===== src/hdl/iostk_pkg.sv =====
// ----------------------------------------------------------------------------
// iostk_pkg - shared types and constants for the indexed operand stack
// Sizes, command and status codes, and the control word for the cell row.
// ----------------------------------------------------------------------------
`default_nettype none

package iostk_pkg;

  localparam int STACK_DEPTH = 256;
  localparam int WORD_W      = 32;
  localparam int ADDR_W      = $clog2(STACK_DEPTH);
  localparam int CNT_W       = ADDR_W + 1;
  localparam int IDX_W       = 10;
  localparam int CMD_W       = 4;
  localparam int STAT_W      = 2;

  localparam int TREE_GRP    = 16;
  localparam int TREE_NGRP   = (STACK_DEPTH + TREE_GRP - 1) / TREE_GRP;

  localparam logic [CMD_W-1:0] CMD_READ     = 4'd0;
  localparam logic [CMD_W-1:0] CMD_WRITE    = 4'd1;
  localparam logic [CMD_W-1:0] CMD_COPY     = 4'd2;
  localparam logic [CMD_W-1:0] CMD_DELETE   = 4'd3;
  localparam logic [CMD_W-1:0] CMD_INSERT   = 4'd4;
  localparam logic [CMD_W-1:0] CMD_PUSH     = 4'd5;
  localparam logic [CMD_W-1:0] CMD_POP      = 4'd6;
  localparam logic [CMD_W-1:0] CMD_POP_IDX  = 4'd7;
  localparam logic [CMD_W-1:0] CMD_READ_TOP = 4'd8;
  localparam logic [CMD_W-1:0] CMD_SET_TOP  = 4'd9;

  localparam logic [STAT_W-1:0] ST_OK        = 2'd0;
  localparam logic [STAT_W-1:0] ST_BAD_INDEX = 2'd1;
  localparam logic [STAT_W-1:0] ST_OVERFLOW  = 2'd2;
  localparam logic [STAT_W-1:0] ST_UNDERFLOW = 2'd3;

  typedef enum logic [1:0] {
    COP_HOLD,
    COP_LOAD,
    COP_DOWN,
    COP_UP
  } cell_op_t;

  typedef struct packed {
    cell_op_t            op;
    logic [CNT_W-1:0]    lo;
    logic [CNT_W-1:0]    hi;
    logic [ADDR_W-1:0]   rd_addr;
    logic [WORD_W-1:0]   wdata;
  } cell_ctl_t;

endpackage

`default_nettype wire


===== src/hdl/iostk_cell.sv =====
// ----------------------------------------------------------------------------
// iostk_cell - one stack entry
// Holds one word, loads, shifts from either neighbor, and offers its word
// to the read tree when its position is addressed.
// ----------------------------------------------------------------------------
`default_nettype none

module iostk_cell (
  input  wire                              clk,
  input  wire  [iostk_pkg::ADDR_W-1:0]     cell_idx,
  input  iostk_pkg::cell_ctl_t             ctl,
  input  wire  [iostk_pkg::WORD_W-1:0]     upper_word,
  input  wire  [iostk_pkg::WORD_W-1:0]     lower_word,
  output logic [iostk_pkg::WORD_W-1:0]     word,
  output logic [iostk_pkg::WORD_W-1:0]     rd_word
);
  import iostk_pkg::*;

  logic [CNT_W-1:0]  pos;
  logic              in_range;
  logic              at_lo;
  logic [WORD_W-1:0] word_r;
  logic [WORD_W-1:0] word_nxt;
  logic [WORD_W-1:0] rd_word_r;

  assign pos      = CNT_W'(cell_idx);
  assign in_range = (pos >= ctl.lo) && (pos < ctl.hi);
  assign at_lo    = (pos == ctl.lo);

  always_comb begin
    word_nxt = word_r;
    unique case (ctl.op)
      COP_HOLD: word_nxt = word_r;
      COP_LOAD: if (in_range) word_nxt = ctl.wdata;
      COP_DOWN: if (in_range) word_nxt = upper_word;
      COP_UP: begin
        if (at_lo && in_range) word_nxt = ctl.wdata;
        else if (in_range)     word_nxt = lower_word;
      end
      default: word_nxt = word_r;
    endcase
  end

  always_ff @(posedge clk) begin
    word_r    <= word_nxt;
    rd_word_r <= (cell_idx == ctl.rd_addr) ? word_r : '0;
  end

  assign word    = word_r;
  assign rd_word = rd_word_r;

endmodule

`default_nettype wire


===== config.mk =====
export PLATFORM = sky130hd
export DESIGN_NAME = iostk_cell
export DESIGN_NICKNAME = d
export VERILOG_FILES = /design/src/hdl/iostk_pkg.sv /design/src/hdl/iostk_cell.sv
export SDC_FILE = /design/constraint.sdc
export NUM_CORES = 1
export LEC_CHECK = 0
export BUFFER_PORTS_ARGS = -buffer_cell sky130_fd_sc_hd__buf_2
export CORE_AREA = 2 2 66 115
export CTS_BUF_LIST = sky130_fd_sc_hd__clkbuf_4
export DETAILED_ROUTE_END_ITERATION = 8
export DIE_AREA = 0 0 68 117
export PLACE_DENSITY = 0.83
export SYNTH_ARGS = -nofsm -noshare
export SYNTH_HDL_FRONTEND = slang
export SYNTH_SLANG_ARGS = --single-unit

===== constraint.sdc =====
create_clock -name clk -period 10.2 [get_ports clk]
set_input_delay 0.51 -clock clk [delete_from_list [all_inputs] [get_ports clk]]
set_output_delay 0.51 -clock clk [all_outputs]
set_load 0.02 [all_outputs]

==> results.py <==
metrics = {
    "synth": {
        "synthAdderAreaFrac": 0.0606,
        "avgSynthCellArea_um2": 12.6,
        "yosys.area.top_type": "edfxtp_1",
        "yosys-top-cells-area": "edfxtp_1 (31%), dfxtp_1 (21%), o221a_1 (12%), or3_2 (7.0%), and2_1 (6.5%)",
        "synth_edf_count": 32,
        "synth_flop_cell": "edfxtp_1",
        "synth_xor_xnor_area_share": 0.0226,
        "synth-simple-area-share": 0.171,
        "ys_seq_area_frac": 0.517,
        "synth_compound_area_frac": 0.169,
        "synth-seq-cells": 64,
        "synthMuxAreaShare": 0,
        "synth.yosys.warnings": 0,
        "yosysTopAreaCellShare": 0.310,
        "synth_top_family_by_area": "simple AND/OR/NAND/NOR gates",
        "syn-cell-area_mm2": 0.00310,
        "syn_nets": 394,
        "async_flop_share": 0,
        "ys_types": 37,
        "syn_inst": 246,
    },
    "timing": {
        "whs_ns": 0.439,
        "hold_viol": 0,
        "slew_headroom": 0.362,
        "fin_crit_sh": 0.231,
        "rsz0062_at_grt": "false",
        "slew_violations": 0,
        "setup_violations": 0,
        "tightest_slew_ns": 0.954,
        "timing.fmax_ghz": 0.425,
        "finClkSkew_ns": 0.0110,
        "tns_ns": 0,
        "period_needed_ns": 2.35,
    },
    "setup_path": {
        "critPathMaxFanout": 32,
        "slowest_stage": "a221oi_1",
        "slowest_delay_ns": 0.48,
        "crit_type": "in -> reg",
        "path_cells": "buf_2 -> ha_1 -> a21o_1 -> a21o_1 -> a221o_1 -> a221oi_1 -> nor4b_4 -> buf_4",
        "reg2regPathDepth": 1,
        "cp-start-kind": "input pin",
        "end_kind": "register",
        "arrival_ns": 2.47,
        "crit_required_ns": 10.32,
        "cpMostUsedCell": "a21o_1",
    },
    "floorplan": {
        "design.die.area_mm2": 0.00796,
        "chipWidth_um": 68,
        "die_height_um": 117,
        "core_area_mm2": 0.00708,
        "placement_rows": 41,
        "ioPinCount": 197,
        "start_util": 0.437,
    },
    "clock_network": {
        "htreeDepth": 3,
        "clkSlewWorstSetupHoldPaths_ns": 0.10,
        "cts.path.max_buffers": 2,
        "cts_tree": "built",
        "clock-root-buffer": "clkbuf_4",
        "clkSinkCount": 64,
        "clk-insertion-delay-late_ns": 0.40,
        "cts_resized": 0,
        "postCtsSetupBuffers": 0,
        "cts_buffers": 9,
        "cts_hold_buffers": 0,
    },
    "power": {
        "power_uw": 580,
        "powerDensity_mw_per_mm2": 136,
        "ir_drop_v": 0.0000523,
        "leakage_nw": 2.05,
    },
    "routing": {
        "dr.pass1.iters": 4,
        "drc": 0,
        "vias": 2708,
        "wirelength_mm": 8.69,
        "first_iter_violations": 106,
        "wl_per_cell_um": 16.3,
        "ant_nets": 0,
        "routed_via_density": 5.09,
    },
    "cells_and_area": {
        "nets": 588,
        "final_util": 0.601,
        "nFillCells": 612,
        "area_delta_synth_final_pct": 37.5,
        "final_common_cell": "buf_2",
        "final_cell_mix": "buf_2 (196), o221a_1 (32), and2_1 (32), dfxtp_1 (32), edfxtp_1 (32)",
        "design_area_mm2": 0.00426,
        "drive_above_1_share": 0.562,
    },
    "job": {
        "max_cap_violations": 0,
    },
    "global_routing": {
        "grt_pass1_wl_mm": 12.7,
        "grt_overflow": 0,
        "antenna_found_initial": 0,
        "grt_max_degree": 36,
        "grt_pass1_vias": 2720,
        "grt_use_total": 0.221,
    },
    "placement": {
        "portBuffers": 196,
        "dpl.hpwl_mm": 7.22,
        "placed_cell_area_mm2": 0.00410,
        "place.gp.congestion": 0.887,
    },
    "outcome": {
        "status": "finished, final reports clean",
    },
    "hold_path": {
        "hold_class": "in -> reg",
        "hold_depth": 2,
    },
}
## cell families after synthesis
| group | Yosys count |
|---|---|
| buffers and inverters | 35 |
| adders and majority gates | 15 |
| and+or+nand+nor | 78 |
| AOI/OAI and AO/OA | 46 |
| xor gates and xnor gates | 8 |
| DFF | 64 |
## metrics by stage
stage               instances  setup slack (ns)
floorplan                 246              6.54
global placement          515              7.52
detailed placement        515              7.43
CTS                       531              7.87
global route              531              7.75
finish                    532              7.85
## power breakdown
part	switching, mW	total, mW	internal [mW]
clock network	0.0823	0.185	0.103
registers	0.00597	0.291	0.285
logic	0.0554	0.105	0.0491
total	0.144	0.580	0.437
## synth_stat cells, types with 2 or more instances
library cell   count
a21o_1             3
and2_1            32
buf_6              5
clkbuf_1           6
dfxtp_1           32
dlygate4sd1_1      2
edfxtp_1          32
ha_1              15
inv_1             18
inv_2              2
nand2_1            2
nand4_1            2
nor2_1             3
o221a_1           32
or3_1              3
or3_2             29
xnor2_1            8
## cell type report
type / instances / area [µm²] / area share
Sequential cell: 64 / 1600 / 0.376
Multi-Input combinational cell: 147 / 1320 / 0.310
Timing Repair Buffer: 198 / 996 / 0.234
Tap cell: 86 / 108 / 0.0253
Clock buffer: 11 / 82.6 / 0.0194
Inverter: 20 / 75.1 / 0.0176
Clock inverter: 5 / 71.3 / 0.0168
Antenna cell: 1 / 2.50 / 0.000588
## layer usage
layer,routed length (µm),GRT usage,share of wire
met1,2920,0.228,0.34
met2,5040,0.406,0.58
met3,434,0.0402,0.050
met4,287,0.121,0.033
met5,0,0,0
## sequential cells by signal, indices dropped and copies added, names as in the netlist
register  flops
word         32
rd_word      32
## critical path: cells and delay by family
family          cells  cell delay, ns
compound gates      4            1.18
fa+ha+maj           1            0.30
buf+inv             2            0.39
simple gates        1            0.09
## worst paths after layout
path | to | start | slack [ns]
hold / removal | word[31] | ctl[31] | 0.44
setup reg to reg | rd_word[4] | word[4] | 9.50
hold reg to reg | rd_word[8] | word[8] | 0.49
setup / recovery | word[4] | cell_idx[2] | 7.85
No activity file was read; power rests on OpenSTA's default activity.
